<file path="config.mk">
export PLATFORM = sky130hd
export DESIGN_NAME = dtmf_dual_tone_synthesizer
export DESIGN_NICKNAME = d
export VERILOG_FILES = /design/src/rtl/core/dtmf_pkg.sv /design/src/rtl/core/dtmf_dual_tone_synthesizer.sv /design/src/rtl/core/dtmf_key_decode.sv
export SDC_FILE = /design/constraint.sdc
export NUM_CORES = 1
export LEC_CHECK = 0
export BUFFER_PORTS_ARGS = -buffer_cell sky130_fd_sc_hd__clkbuf_2
export CAP_MARGIN = 5
export CORE_AREA = 10 10 200 240
export CTS_CLUSTER_DIAMETER = 40
export CTS_CLUSTER_SIZE = 8
export DETAILED_ROUTE_END_ITERATION = 10
export DIE_AREA = 0 0 210 250
export GPL_TIMING_DRIVEN = 0
export PLACE_DENSITY = 0.72
export SYNTH_ARGS = -nofsm -noshare
export SYNTH_HDL_FRONTEND = slang
export SYNTH_HIERARCHICAL = 1
export SYNTH_SLANG_ARGS = --single-unit
</file>
<file path="constraint.sdc">
create_clock -name clk -period 10.6 [get_ports clk]
set_input_delay 1.06 -clock clk [delete_from_list [all_inputs] [get_ports clk]]
set_output_delay 1.06 -clock clk [all_outputs]
set_load 0.05 [all_outputs]
</file>
<file path="src/rtl/core/dtmf_pkg.sv">
// shared types, constants and sine table for the dual-tone synthesizer
`timescale 1ns / 1ps
`default_nettype none

package dtmf_pkg;

    localparam int unsigned STEP_W   = 32;
    localparam int unsigned SAMPLE_W = 8;
    localparam int unsigned NUM_ROWS = 4;
    localparam int unsigned NUM_COLS = 3;
    localparam int unsigned ROW_W    = $clog2(NUM_ROWS);
    localparam int unsigned COL_W    = $clog2(NUM_COLS);
    localparam int unsigned CFG_IDX_W = 3;
    localparam int unsigned ROM_DEPTH = 256;
    localparam int unsigned ROM_AW    = $clog2(ROM_DEPTH);

    localparam logic [SAMPLE_W-1:0] SILENT_LEVEL = 8'd128;

    typedef enum logic [1:0] {
        KIND_TICK = 2'd0,
        KIND_KEY  = 2'd1,
        KIND_STOP = 2'd2
    } kind_t;

    // register indexes on the configuration port
    localparam logic [CFG_IDX_W-1:0] REG_ROW0 = 3'd0;
    localparam logic [CFG_IDX_W-1:0] REG_ROW3 = 3'd3;
    localparam logic [CFG_IDX_W-1:0] REG_COL0 = 3'd4;
    localparam logic [CFG_IDX_W-1:0] REG_COL2 = 3'd6;

    localparam logic [STEP_W-1:0] ROW_STEP_RESET [NUM_ROWS] = '{
        32'd149679600, 32'd165356240, 32'd182965600, 32'd202078208
    };
    localparam logic [STEP_W-1:0] COL_STEP_RESET [NUM_COLS] = '{
        32'd259630768, 32'd286903808, 32'd317183328
    };

    typedef struct packed {
        logic             hit;
        logic [ROW_W-1:0] row;
        logic [COL_W-1:0] col;
    } key_pos_t;

    localparam logic [SAMPLE_W-1:0] SINE_ROM [ROM_DEPTH] = '{
        8'd128,8'd131,8'd134,8'd137,8'd140,8'd143,8'd146,8'd149,
        8'd152,8'd156,8'd159,8'd162,8'd165,8'd168,8'd171,8'd174,
        8'd176,8'd179,8'd182,8'd185,8'd188,8'd191,8'd193,8'd196,
        8'd199,8'd201,8'd204,8'd206,8'd209,8'd211,8'd213,8'd215,
        8'd218,8'd220,8'd222,8'd224,8'd226,8'd228,8'd230,8'd232,
        8'd234,8'd235,8'd237,8'd238,8'd240,8'd241,8'd243,8'd244,
        8'd245,8'd246,8'd247,8'd248,8'd249,8'd250,8'd251,8'd251,
        8'd252,8'd253,8'd253,8'd254,8'd254,8'd254,8'd254,8'd254,
        8'd255,8'd254,8'd254,8'd254,8'd254,8'd254,8'd254,8'd253,
        8'd253,8'd252,8'd251,8'd251,8'd250,8'd249,8'd248,8'd247,
        8'd246,8'd245,8'd244,8'd243,8'd241,8'd240,8'd238,8'd237,
        8'd235,8'd234,8'd232,8'd230,8'd228,8'd226,8'd224,8'd222,
        8'd220,8'd218,8'd215,8'd213,8'd211,8'd209,8'd206,8'd204,
        8'd201,8'd199,8'd196,8'd193,8'd191,8'd188,8'd185,8'd182,
        8'd179,8'd176,8'd174,8'd171,8'd168,8'd165,8'd162,8'd159,
        8'd156,8'd152,8'd149,8'd146,8'd143,8'd140,8'd137,8'd134,
        8'd131,8'd128,8'd124,8'd121,8'd118,8'd115,8'd112,8'd109,
        8'd106,8'd103,8'd99, 8'd96, 8'd93, 8'd90, 8'd87, 8'd84,
        8'd81, 8'd79, 8'd76, 8'd73, 8'd70, 8'd67, 8'd64, 8'd62,
        8'd59, 8'd56, 8'd54, 8'd51, 8'd49, 8'd46, 8'd44, 8'd42,
        8'd40, 8'd37, 8'd35, 8'd33, 8'd31, 8'd29, 8'd27, 8'd25,
        8'd23, 8'd21, 8'd20, 8'd18, 8'd17, 8'd15, 8'd14, 8'd12,
        8'd11, 8'd10, 8'd9,  8'd8,  8'd7,  8'd6,  8'd5,  8'd4,
        8'd4,  8'd3,  8'd2,  8'd2,  8'd1,  8'd1,  8'd1,  8'd1,
        8'd1,  8'd0,  8'd1,  8'd1,  8'd1,  8'd1,  8'd1,  8'd1,
        8'd2,  8'd2,  8'd3,  8'd4,  8'd4,  8'd5,  8'd6,  8'd7,
        8'd8,  8'd9,  8'd10, 8'd11, 8'd12, 8'd14, 8'd15, 8'd17,
        8'd18, 8'd20, 8'd21, 8'd23, 8'd25, 8'd27, 8'd29, 8'd31,
        8'd33, 8'd35, 8'd37, 8'd40, 8'd42, 8'd44, 8'd46, 8'd49,
        8'd51, 8'd54, 8'd56, 8'd59, 8'd62, 8'd64, 8'd67, 8'd70,
        8'd73, 8'd76, 8'd79, 8'd81, 8'd84, 8'd87, 8'd90, 8'd93,
        8'd96, 8'd99, 8'd103,8'd106,8'd109,8'd112,8'd115,8'd118
    };

endpackage

`default_nettype wire

</file>
<file path="src/rtl/core/dtmf_dual_tone_synthesizer.sv">
// top level: dual phase accumulator tone synthesizer with sine table
//
// Input channel (in_valid / in_stall) carries one item: kind and key_code.
//   tick  - advance both phases if a tone is on and emit one sample
//   key   - load row and column steps for a keypad key, no result
//   stop  - clear both steps, no result; other kinds are dropped
// Output channel (out_valid / out_stall) carries sample and tone_on, one
// result per tick; sample is 128 and tone_on low while silent.
// Config port: cfg_we writes cfg_data into step register cfg_index
// (rows 0..3, columns 4..6); write only while the block is idle.
// An item taken into the input register is worked from there into the
// result register; a stalled receiver holds a tick there. One item per
// cycle is sustained while no tick is held; the phase adds, the table
// reads and the average sit in the single stage between the two registers.
// Reset clears phases, active steps and both pipeline valid flags and
// loads the default step registers. While the receiver stalls, a held
// result stays put; key and stop items still pass, a tick waits in the
// input register and further input is stalled.
`timescale 1ns / 1ps
`default_nettype none

module dtmf_dual_tone_synthesizer
    import dtmf_pkg::*;
(
    input  wire logic                 clk,
    input  wire logic                 rst_n,
    input  wire logic                 cfg_we,
    input  wire logic [CFG_IDX_W-1:0] cfg_index,
    input  wire logic [STEP_W-1:0]    cfg_data,
    input  wire logic                 in_valid,
    output logic                      in_stall,
    input  wire logic [1:0]           kind,
    input  wire logic [7:0]           key_code,
    output logic                      out_valid,
    input  wire logic                 out_stall,
    output logic [SAMPLE_W-1:0]       sample,
    output logic                      tone_on
);

    logic [STEP_W-1:0]   row_steps_reg [NUM_ROWS];
    logic [STEP_W-1:0]   col_steps_reg [NUM_COLS];

    logic                stage_valid_reg;
    logic                stage_valid_next;
    logic [1:0]          stage_kind_reg;
    logic [7:0]          stage_key_reg;

    logic [STEP_W-1:0]   row_phase_reg, row_phase_next;
    logic [STEP_W-1:0]   col_phase_reg, col_phase_next;
    logic [STEP_W-1:0]   row_step_reg, row_step_next;
    logic [STEP_W-1:0]   col_step_reg, col_step_next;

    logic                out_valid_reg, out_valid_next;
    logic [SAMPLE_W-1:0] sample_reg, sample_next;
    logic                tone_on_reg, tone_on_next;

    logic                is_tick;
    logic                advance;
    logic                accept;
    logic                load_result;
    key_pos_t            key_pos;
    logic [SAMPLE_W-1:0] row_level, col_level;
    logic [SAMPLE_W:0]   level_sum;

    dtmf_key_decode u_key_decode (
        .key_code (stage_key_reg),
        .pos      (key_pos)
    );

    // a tick needs a free result slot, other kinds always move on
    assign is_tick     = (stage_kind_reg == KIND_TICK);
    assign advance     = stage_valid_reg && (!is_tick || !out_valid_reg || !out_stall);
    assign load_result = advance && is_tick;
    assign in_stall    = stage_valid_reg && !advance;
    assign accept      = in_valid && !in_stall;

    assign stage_valid_next = accept ? 1'b1 : (advance ? 1'b0 : stage_valid_reg);

    assign row_level = SINE_ROM[row_phase_next[STEP_W-1 -: ROM_AW]];
    assign col_level = SINE_ROM[col_phase_next[STEP_W-1 -: ROM_AW]];
    assign level_sum = {1'b0, row_level} + {1'b0, col_level};

    always_comb
    begin
        row_phase_next = row_phase_reg;
        col_phase_next = col_phase_reg;
        row_step_next  = row_step_reg;
        col_step_next  = col_step_reg;
        sample_next    = sample_reg;
        tone_on_next   = tone_on_reg;
        if (advance)
        begin
            case (stage_kind_reg)
                KIND_KEY:
                begin
                    if (key_pos.hit)
                    begin
                        row_step_next = row_steps_reg[key_pos.row];
                        col_step_next = col_steps_reg[key_pos.col];
                    end
                end
                KIND_STOP:
                begin
                    row_step_next = '0;
                    col_step_next = '0;
                end
                KIND_TICK:
                begin
                    if (row_step_reg != '0)
                    begin
                        row_phase_next = row_phase_reg + row_step_reg;
                        col_phase_next = col_phase_reg + col_step_reg;
                    end
                end
                default: ;
            endcase
        end
        if (load_result)
        begin
            if (row_step_reg != '0)
            begin
                sample_next  = level_sum[SAMPLE_W:1];
                tone_on_next = 1'b1;
            end
            else
            begin
                sample_next  = SILENT_LEVEL;
                tone_on_next = 1'b0;
            end
        end
    end

    assign out_valid_next = load_result ? 1'b1 : (out_stall ? out_valid_reg : 1'b0);

    always_ff @(posedge clk or negedge rst_n)
    begin
        if (!rst_n)
        begin
            for (int i = 0; i < NUM_ROWS; i++)
            begin
                row_steps_reg[i] <= ROW_STEP_RESET[i];
            end
            for (int i = 0; i < NUM_COLS; i++)
            begin
                col_steps_reg[i] <= COL_STEP_RESET[i];
            end
        end
        else if (cfg_we)
        begin
            if (cfg_index <= REG_ROW3)
            begin
                row_steps_reg[ROW_W'(cfg_index - REG_ROW0)] <= cfg_data;
            end
            else if (cfg_index <= REG_COL2)
            begin
                col_steps_reg[COL_W'(cfg_index - REG_COL0)] <= cfg_data;
            end
        end
    end

    always_ff @(posedge clk or negedge rst_n)
    begin
        if (!rst_n)
        begin
            stage_valid_reg <= 1'b0;
            out_valid_reg   <= 1'b0;
            row_phase_reg   <= '0;
            col_phase_reg   <= '0;
            row_step_reg    <= '0;
            col_step_reg    <= '0;
        end
        else
        begin
            stage_valid_reg <= stage_valid_next;
            out_valid_reg   <= out_valid_next;
            row_phase_reg   <= row_phase_next;
            col_phase_reg   <= col_phase_next;
            row_step_reg    <= row_step_next;
            col_step_reg    <= col_step_next;
        end
    end

    // payload registers
    always_ff @(posedge clk)
    begin
        if (accept)
        begin
            stage_kind_reg <= kind;
            stage_key_reg  <= key_code;
        end
        sample_reg  <= sample_next;
        tone_on_reg <= tone_on_next;
    end

    assign out_valid = out_valid_reg;
    assign sample    = sample_reg;
    assign tone_on   = tone_on_reg;

endmodule

`default_nettype wire

</file>
<file path="src/rtl/core/dtmf_key_decode.sv">
// keypad decoder: ascii key to row and column position
`timescale 1ns / 1ps
`default_nettype none

module dtmf_key_decode
    import dtmf_pkg::*;
(
    input  wire logic [7:0] key_code,
    output key_pos_t        pos
);

    always_comb
    begin
        pos = '0;
        unique case (key_code)
            "1": pos = '{hit: 1'b1, row: 2'd0, col: 2'd0};
            "2": pos = '{hit: 1'b1, row: 2'd0, col: 2'd1};
            "3": pos = '{hit: 1'b1, row: 2'd0, col: 2'd2};
            "4": pos = '{hit: 1'b1, row: 2'd1, col: 2'd0};
            "5": pos = '{hit: 1'b1, row: 2'd1, col: 2'd1};
            "6": pos = '{hit: 1'b1, row: 2'd1, col: 2'd2};
            "7": pos = '{hit: 1'b1, row: 2'd2, col: 2'd0};
            "8": pos = '{hit: 1'b1, row: 2'd2, col: 2'd1};
            "9": pos = '{hit: 1'b1, row: 2'd2, col: 2'd2};
            "*": pos = '{hit: 1'b1, row: 2'd3, col: 2'd0};
            "0": pos = '{hit: 1'b1, row: 2'd3, col: 2'd1};
            "#": pos = '{hit: 1'b1, row: 2'd3, col: 2'd2};
            default: pos = '0;
        endcase
    end

endmodule

`default_nettype wire

</file>
# == After elaboration in Yosys (flattened, before gate mapping) ==
# Memory sizes are Yosys's and may differ from the RTL's.
# Cells that the tools add are included.
# totals
reg_bits,373
rom_bits,4096
input_bits,50
output_inout_bits,11
elab_cells,111
n_memories,2
# memory_table
memory,words,word_bits,rd,rd_ports_with_merged_regs,write_ports,line_no,text
(no name shown),256,8,1,0,0,dtmf_dual_tone_synthesizer.sv:80,assign col_level = SINE_ROM[col_phase_next[STEP_W-1 -: ROM_AW]];
(no name shown),256,8,1,0,0,dtmf_dual_tone_synthesizer.sv:79,assign row_level = SINE_ROM[row_phase_next[STEP_W-1 -: ROM_AW]];
# op_classes
add_sub_neg,4
n_lt_le_gt_ge,10
eq_ne,16
muxes,32
bitwise_logic,7
n_reduce_logical,21
# op_table
cell,count
32-bit 2-to-1 mux,14
32-bit binary-select mux with 2-bit select,2
128-bit bitwise mux,1
32-bit demux with 2-bit select,2
32-bit one-hot mux with 2 select lines,2
96-bit bitwise mux,1
"8-bit by 6-bit == test with 1-bit output, second input constant",12
32-bit adder,2
5-bit one-hot mux with 12 select lines,1
8-bit 2-to-1 mux,4
32-bit nonzero test,1
"9-bit >= comparator, second input constant",2
8-bit NOT with 9-bit output,2
"3-bit >= comparator, second input constant",4
2-bit NOT with 3-bit output,4
8-bit by 8-bit adder with 9-bit output,1
3-bit AND reduction,3
1-bit logical AND,6
"3-bit by 1-bit less-than comparator with 1-bit output, second input constant",2
1-bit zero test,5
1-bit 2-to-1 mux,5
2-bit nonzero test,2
"3-bit by 2-bit <= comparator with 1-bit output, second input constant",1
"3-bit <= comparator, second input constant",1
other kinds (9),10

# == Depth between registers and ports, before layout ==
# Gate-level depths: netlist (run 1).
# depth
word_depth,11
depth_mapped,29
ltp_nobuf,27

# == Hierarchy ==
# The synthesis (run 1) kept the hierarchy.
# by_module_without_submodules
module,n_inst,cells_per_inst,area_per_inst_um2,seq_area_each_um2
dtmf_dual_tone_synthesizer,1,2338,23314.9,9547.9
dtmf_key_decode,1,31,181.4,0.0

# == Worst setup path after synthesis (run 1) ==
# No wires, ideal clock.
# synth_timing
path_kind,in2reg
startpoint,input port out_stall
endpoint,register sample_reg[7] (netlist: sample[7]) (data pin)
setup_time_ns,0.259
arrival_time_ns,5.968
required_ns,10.341
setup_slack_ns,4.373
path_stages,25
n_path_buf,5
path_cell_list,a21oi_2 > o21ai_1 > buf_2 > buf_6 > and2_1 > a31oi_1 > clkbuf_1 > inv_1 > ha_1 > clkbuf_1 > clkbuf_1 > nor2_1 > o21bai_1 > o221ai_1 > o21ai_0 > a211oi_1 > a21oi_1 > ha_1 > nor2b_1 > o21ai_0 > nand2b_1 > a21o_1 > a21o_1 > a21o_1 > a211o_1
# synth_via
elab_chain_cells,9
elab_cells_between_ends,14
classes_between,add/sub: 1; mux: 6; bitwise: 2; reduce/logical: 3; memory: 2
# synth_rtl
item,line_no,text
"start, declared",dtmf_dual_tone_synthesizer.sv:35,"input wire logic out_stall,"
1-bit zero test (*),dtmf_dual_tone_synthesizer.sv:72,assign advance = stage_valid_reg && (!is_tick || !out_valid_reg || !out_stall);
1-bit logical OR (*),dtmf_dual_tone_synthesizer.sv:72,
1-bit logical AND (*),dtmf_dual_tone_synthesizer.sv:72,
32-bit 2-to-1 mux,dtmf_dual_tone_synthesizer.sv:91,if (advance)
"8-bit NOT with 9-bit output, on equally long branches","dtmf_dual_tone_synthesizer.sv:79, dtmf_dual_tone_synthesizer.sv:80",
"memory read 256 x 8 bit, on equally long branches",-,
"8-bit 2-to-1 mux, on equally long branches (2 in series)","dtmf_dual_tone_synthesizer.sv:79, dtmf_dual_tone_synthesizer.sv:80",
8-bit by 8-bit adder with 9-bit output (*),dtmf_dual_tone_synthesizer.sv:81,"assign level_sum = {1'b0, row_level} + {1'b0, col_level};"
"end signal, assigned",dtmf_dual_tone_synthesizer.sv:191,sample_reg <= sample_next;
"end, declared",dtmf_dual_tone_synthesizer.sv:54,"logic [SAMPLE_W-1:0] sample_reg, sample_next;"
# Mark *: on every way between the ends. The rest lies on a longest branch, timed or not. The select of a mux whose other input is x is not followed.
# A chain may end at the register's enable or synchronous reset.

# == Worst setup path after layout (run 1) ==
# layout_timing
startpoint,register stage_kind_reg[1]
endpoint,register sample_reg[7] (netlist: sample[7]) (data pin)
# layout_via
elab_chain_cells,11
elab_cells_between_ends,18
classes_between,add/sub: 1; mux: 8; bitwise: 2; reduce/logical: 5; memory: 2
# layout_rtl
item,line_no,text
"start, declared",dtmf_dual_tone_synthesizer.sv:45,logic [1:0] stage_kind_reg;
"start signal, assigned",dtmf_dual_tone_synthesizer.sv:188,stage_kind_reg <= kind;
2-bit zero test (*),"dtmf_dual_tone_synthesizer.sv:71, dtmf_dual_tone_synthesizer.sv:93",
1-bit zero test,dtmf_dual_tone_synthesizer.sv:72,
1-bit logical OR (2 in series),dtmf_dual_tone_synthesizer.sv:72,
1-bit logical AND,dtmf_dual_tone_synthesizer.sv:72,
32-bit 2-to-1 mux,dtmf_dual_tone_synthesizer.sv:91,
"8-bit NOT with 9-bit output, on equally long branches","dtmf_dual_tone_synthesizer.sv:79, dtmf_dual_tone_synthesizer.sv:80",
"memory read 256 x 8 bit, on equally long branches",-,
"8-bit 2-to-1 mux, on equally long branches (2 in series)","dtmf_dual_tone_synthesizer.sv:79, dtmf_dual_tone_synthesizer.sv:80",
8-bit by 8-bit adder with 9-bit output (*),dtmf_dual_tone_synthesizer.sv:81,
# Marks and branches as above.

==> results of run 1 <==
cell usage after synthesis (14+ instances only):
master	count
mux4_2	37
o22ai_1	19
mux2i_1	48
edfxtp_1	19
dfrtp_1	259
buf_1	14
and2_1	15
a22o_1	35
o21a_1	15
a31oi_1	33
dfstp_2	95
xor2_1	21
nor3_1	47
a21o_1	26
inv_1	35
buf_2	39
ha_1	93
mux2_2	227
a21oi_1	171
nor2b_1	16
nor2_1	155
o211ai_1	41
nand4_1	21
a211oi_1	32
o21ai_0	183
nor4_1	15
xnor2_1	25
nand3_1	27
clkbuf_1	109
nand2_1	236
layout make-up:
cell class / count / area (um2)
clock buffer: 95 / 1610
timing repair buffer: 61 / 381.6
sequential: 373 / 9548
tap: 559 / 699.4
inverter: 46 / 172.7
buffer: 169 / 724.4
clock inverter: 12 / 205.2
fill: 3635 / 16900
antenna: 2 / 5.005
multi-input combinational: 1781 / 13050
final timing paths:
path	start	endpoint
max	stage_kind_reg[1]	sample[7]
min	rst_n	row_steps_reg[67]
max reg2reg	stage_kind_reg[1]	sample[7]
min reg2reg	row_phase_reg[9]	row_phase_reg[9]
max in group asynchronous	rst_n	col_phase_reg[28]
min in group clk	row_phase_reg[9]	row_phase_reg[9]
placed cells by master (no fill, tap or decap), drive strengths merged, types with 46 or more instances in the layout:
cell / count
mux2i: 49
dfstp: 95
nor3: 50
o21ai: 191
nand2: 237
a21oi: 173
nor2: 158
clkbuf: 262
buf: 63
dfrtp: 259
mux2: 228
ha: 93
inv: 46
metal layers:
layer	wire, um	vias up	GRT usage [%]
li1	-	9079	-
met1	29600	9953	33.52
met2	36590	794	47.42
met3	4032	250	3.811
met4	4016	2	14.90
met5	13	-	0
power groups by stage:
stage          clock network [mW]  logic, mW  registers (mW)
5_1_grt                      1.87       2.60            1.95
4_1_cts                      1.80       2.34            1.92
3_3_place_gp                    0       2.29            1.91
2_1_floorplan                   0       1.64            1.91
6_report                     1.79       2.39            1.92
3_5_place_dp                    0       2.32            1.93
cells by family (layout without fill, tap and decap cells):
group,after synthesis,after routing
buf+inv,215,383
mux,314,314
fa+ha+maj,96,96
simple gates,623,623
xor+xnor,46,46
flops,373,373
other cells,0,2
compound gates,702,702
critical path: cells and delay by family (launching register included):
kind            cells  cell delay [ns]
mux                 1             0.27
simple gates        6             1.47
buf+inv             6             1.68
flops               1             0.44
compound gates     11             3.80
fa+ha+maj           2             0.62
through the flow:
| stage | hold WS, ns | cell area [um2] | util [%] |
|---|---|---|---|
| floorplan | 0.4453 | 23500 | - |
| global placement | 0.4621 | 24490 | 56.55 |
| detailed placement | 0.4744 | 24580 | 56.76 |
| CTS | 0.3915 | 26390 | 60.95 |
| global route | 0.4139 | 26400 | 60.96 |
| finish | 0.3982 | 26400 | 60.96 |
==> results.ini, run 1 <==
[floorplanning]
core_mm2 = 0.04330
start_util_pct = 54.26
dieWidth_um = 210
rows = 84
die_h_um = 250
die-area_mm2 = 0.05250
ios = 61

[setup_path]
rr_worst_depth = 26
rrSetupSlack_ns = 2.05
cp.arrival_ns = 8.90
crit_path_max_incr_delay_ns = 1.17
crit_type = flip-flop to flip-flop
slowest_stage = o31ai_1
path_max_fanout = 11
worstSetupStartpointType = flip-flop
required_ns = 10.95
endpoint_kind = flip-flop

[sta]
setup-violations-final = 0
finalCritPeriodShare_pct = 80.68
fin_ws_ns = 2.048
tightest_slew_ns = 1.325
tns_ns = 0
clock.fmax_mhz = 116.9
finalCriticalPeriod_ns = 8.552
hold_viol_final = 0
finClkSkew_ns = 0.02616
rsz0062_at_grt = no
slew_viol_final = 0
slew_headroom_pct = 10.93

[grt]
grt_pass1_wl_um = 117700
grtUsageTotal_pct = 27.87
overflow = 0
antenna_found_initial = 2
grt_max_degree = 118
grt_pass1_vias = 20560

[power]
internal_power_mw = 3.792
p_total_mw = 6.098
cellLeakagePower_nw = 10.97
seqPwrFrac_pct = 31.5
power_density_mw_per_mm2 = 231.0
clockPowerShare_pct = 29.3
p_switching_mw = 2.306
combPwrFrac_pct = 39.2
swShare_pct = 37.82
ir_drop_mv = 0.2850

[synthesis]
synth_mux_area_share_pct = 16.63
post-synth-top-area-cell = dfrtp_1
yosysSeqAreaShare_pct = 40.64
syn_inst = 2369
synth_simple_gate_area_share_pct = 12.53
synthTopCellsByArea = dfrtp_1 (28%), mux2_2 (11%), dfstp_2 (11%), ha_1 (5.0%), o21ai_0 (3.9%)
synth-adder-area-share_pct = 5.208
synth_top_flop_cell = dfrtp_1
post-synth-top-area-fraction_pct = 27.58
postSynthAreaPerCell_um2 = 9.918
synthesis.nets = 2515
ys_ff_latch = 373
synth_top_family_by_area = compound AO/OA/AOI/OAI gates
synth_compound_area_share_pct = 19.46
synth_cell_type_count = 103
yosys.area_share.xor_xnor_pct = 1.715
syn-cell-area_mm2 = 0.02350
synth-edff-count = 19
async_reset_ff_share_pct = 94.91
yosys_warnings = 6

[clock_network]
cts_buffers = 58
cts_buffer_depth = 3
cts_root_buf = clkbuf_16
cts_max_level = 2
post_cts_buffers = 0
clkTransAtPathRegs_ns = 0.05
cts_resized = 0
cts_hold_buf = 0
cts_tree = built
cts.sinks = 373
insertion_delay_ns = 0.62

[routing]
num_vias = 20080
wl_per_cell_um = 23.97
ant_nets = 0
drtPass1Iterations = 6
drt_iter0_drc = 1605
wl_um = 74250
drc = 0
drt-vias-per-instance = 6.481

[min_path]
holdCritPathClass = input pin to asynchronous set/reset pin

[placement]
post-place-ws_ns = 1.871
post-dp-hpwl_um = 53970
finalWeightedCongestion = 0.9563
port_buffers = 58
placed_cells = 2989

[job]
maxCapViolCount = 0

[final_layout]
largest_reg_flops = 128
final_nets = 2636
final_cells = 3098
drive_gt1_share_pct = 22.94
area_growth_syn_to_layout_pct = 12.35

[outcome]
status = finished clean

Note: power is estimated with default switching activity, not from simulation.
==> run 2, diff against run 1 <==
- ABC_AREA: unset -> 1
- CORE_AREA: 10 10 200 240 -> 10 10 200 239
- DIE_AREA: 0 0 210 250 -> 0 0 210 249
- clock period: 10.6 -> 8.9 ns (I/O delays scaled with it)
==> run 2 against run 1 <==
Non-clock buffer count is 22 lower. Sequential share of layout area is 0.055 points higher. Clock skew is 0.020 ns higher. Clock power is 24% higher. Fmax is 40% higher. Via count is 13% higher. Global-route usage is 0.46 points higher. Sequential power is 14% higher. Register-to-register slack better by 0.76 ns. Highest routed layer is now met4. Critical path type unchanged.
==> results.ini, run 2 <==
[min_path]
holdCritPathClass = input pin to asynchronous set/reset pin  ; unchanged

[final_layout]
mostFrequentLayoutCells = nand2_1 (950), o21ai_0 (379), inv_1 (339), dfrtp_1 (259), nor2_1 (187)  ; was dfrtp_1 (259), nand2_1 (236), mux2_2 (227), o21ai_0 (183), a21oi_1 (171)
largest_reg_flops = 128  ; unchanged
area_growth_syn_to_layout_pct = 12.85  ; was 12.35%
antenna_cells = 0  ; was 2
final_nets = 3436  ; was 2636
mostFrequentLayoutCell = nand2_1  ; was dfrtp_1
drive_gt1_share_pct = 10.24  ; was 22.94%

[setup_path]
required_ns = 9.23  ; was 10.95 ns
path_max_fanout = 14  ; was 11
crit_path_max_incr_delay_ns = 0.40  ; was 1.17 ns
crit_type = flip-flop to flip-flop  ; unchanged
endpoint_kind = flip-flop  ; unchanged
slowest_stage = dfrtp_1  ; was o31ai_1
cp.arrival_ns = 6.42  ; was 8.90 ns
worstSetupStartpointType = flip-flop  ; unchanged

[power]
ir_drop_mv = 0.3373  ; was 0.2850 mV
cellLeakagePower_nw = 13.08  ; was 10.97 nW
p_total_mw = 7.814  ; was 6.098 mW
power_density_mw_per_mm2 = 296.5  ; was 231.0 mW/mm2

[sta]
finalCritPeriodShare_pct = 68.40  ; was 80.68%
rsz0062_at_grt = no  ; unchanged
finalCriticalPeriod_ns = 6.088  ; was 8.552 ns
tns_ns = 0  ; unchanged
fin_hold_ws_ns = 0.2540  ; was 0.3982 ns
finClkSkew_ns = 0.04585  ; was 0.02616 ns
slew_headroom_pct = 42.80  ; was 10.93%
tightest_slew_ns = 0.8555  ; was 1.325 ns
slew_viol_final = 0  ; unchanged
clock.fmax_mhz = 164.3  ; was 116.9 MHz
setup-violations-final = 0  ; unchanged
hold_viol_final = 0  ; unchanged

[synthesis]
yosys_warnings = 6  ; unchanged
async_reset_ff_share_pct = 94.91  ; unchanged
synth-edff-count = 19  ; unchanged
synth_most_common_cell = nand2_1  ; was dfrtp_1
syn_inst = 3165  ; was 2369
synth_cell_type_count = 66  ; was 103
yosysSeqAreaShare_pct = 40.88  ; was 40.64%
ys_ff_latch = 373  ; unchanged
synth_top_flop_cell = dfrtp_1  ; unchanged
synthesis.nets = 3311  ; was 2515
postSynthAreaPerCell_um2 = 7.380  ; was 9.918 um2
synthTopCellsByCount = nand2_1 (950), o21ai_0 (379), inv_1 (339), dfrtp_1 (259), nor2_1 (187)  ; was dfrtp_1 (259), nand2_1 (236), mux2_2 (227), o21ai_0 (183), a21oi_1 (171)
post-synth-top-area-cell = dfrtp_1  ; unchanged
synthTopCellsByArea = dfrtp_1 (28%), nand2_1 (15%), dfstp_2 (11%), o21ai_0 (8.1%), inv_1 (5.4%)  ; was dfrtp_1 (28%), mux2_2 (11%), dfstp_2 (11%), ha_1 (5.0%), o21ai_0 (3.9%)
post-synth-top-area-fraction_pct = 27.75  ; was 27.58%
syn-cell-area_mm2 = 0.02336  ; was 0.02350 mm2

[floorplanning]
rows = 83  ; was 84
dieWidth_um = 210  ; unchanged
die-area_mm2 = 0.05229  ; was 0.05250 mm2
core_mm2 = 0.04279  ; was 0.04330 mm2
start_util_pct = 54.59  ; was 54.26%
die_h_um = 249  ; was 250 um
ios = 61  ; unchanged

[routing]
ant_nets = 0  ; unchanged
drt-vias-per-instance = 5.832  ; was 6.481
wl_per_cell_um = 19.65  ; was 23.97 um
drtPass1Iterations = 8  ; was 6
drc = 0  ; unchanged
num_vias = 22700  ; was 20080
wl_um = 76470  ; was 74250 um
drt_iter0_drc = 1909  ; was 1605

[clock_network]
post_cts_buffers = 0  ; unchanged
cts_root_buf = clkbuf_16  ; unchanged
cts.sinks = 373  ; unchanged
cts_buffer_depth = 3  ; unchanged
clkTransAtPathRegs_ns = 0.05  ; about the same
cts_buffers = 59  ; was 58
insertion_delay_ns = 0.62  ; about the same
cts_hold_buf = 0  ; unchanged
cts_resized = 0  ; unchanged
cts_max_level = 2  ; unchanged
cts_tree = built  ; unchanged

[placement]
post-dp-hpwl_um = 57480  ; was 53970 um
port_buffers = 60  ; was 58
finalWeightedCongestion = 0.9657  ; was 0.9563

[grt]
grt_max_degree = 116  ; was 118
overflow = 0  ; unchanged
grt_pass1_vias = 22640  ; was 20560
grtUsageTotal_pct = 28.34  ; was 27.87%
grt_pass1_wl_um = 120800  ; was 117700 um
antenna_found_initial = 0  ; was 2

[job]
maxCapViolCount = 0  ; unchanged

[outcome]
status = finished clean  ; unchanged

run 2: cell types whose count changed after synthesis, sizes merged, moves of 49 or more:
cell and delta:
inv +304, mux2 -228, mux2i -49, nand2 +739, nand3 +130, o21ai +203
run 2: worst paths after layout:
path	from	end	slack, ns	cells after the start
worst min register to register	col_steps_reg[92]	col_steps_reg[92]	0.48	2
worst min-delay path	rst_n	row_steps_reg[67]	0.25	1
max in group asynchronous	rst_n	row_phase_reg[25]	7.22	3
worst max register to register	row_step_reg[5]	sample[7]	2.81	31
worst max-delay path	row_step_reg[5]	sample[7]	2.81	31
min in group clk	key_code[0]	stage_key_reg[0]	0.45	1
run 2: final cells by class:
type                            count  area (um2)
Buffer                            144       664.4
Fill cell                        3940       16430
Tap cell                          552       690.7
Clock buffer                       95        1633
Sequential cell                   373        9548
Inverter                          348        1309
Timing Repair Buffer               64       402.9
Multi-Input combinational cell   2300       11840
Clock inverter                     16       269.0
run 2: through the flow:
step,cell area (um2),setup WS [ns],cells,util (%)
CTS,26360,2.960,3892,61.60
global route,26360,2.548,3892,61.60
global placement,24350,-0.5336,3777,56.91
detailed placement,24460,2.829,3781,57.16
finish,26360,2.812,3892,61.60
floorplan,23360,4.110,3165,-
run 2: critical path, delay by kind of cell (launching register included):
family,cells,cell delay [ns]
compound gates,10,1.57
fa+ha+maj,2,0.75
flops,1,0.40
simple gates,12,1.90
buf+inv,7,1.14
run 2: power breakdown:
part           total (mW)  internal, mW  switching, mW
sequential           2.19          2.04          0.149
clock                2.22          1.40          0.821
combinational        3.41          1.07           2.34
total                7.81          4.50           3.31
run 2: kinds of logic after synthesis:
| kind of cell | count (synthesis) | share of synthesized area [%] |
|---|---|---|
| fa+ha+maj | 96 | 5.239 |
| flops | 373 | 40.88 |
| xor+xnor | 49 | 1.870 |
| compound gates | 764 | 18.83 |
| buf+inv | 492 | 8.448 |
| simple gates | 1391 | 24.73 |
run 2: metal layers:
layer	wire length, um	up-vias	share of wire, %	GRT usage, %
met4	4428	0	5.8	16.06
met3	4431	257	5.8	3.433
met1	29790	10720	39	33.46
li1	-	10750	-	-
met5	0	-	0	0
met2	37820	976	49	48.76
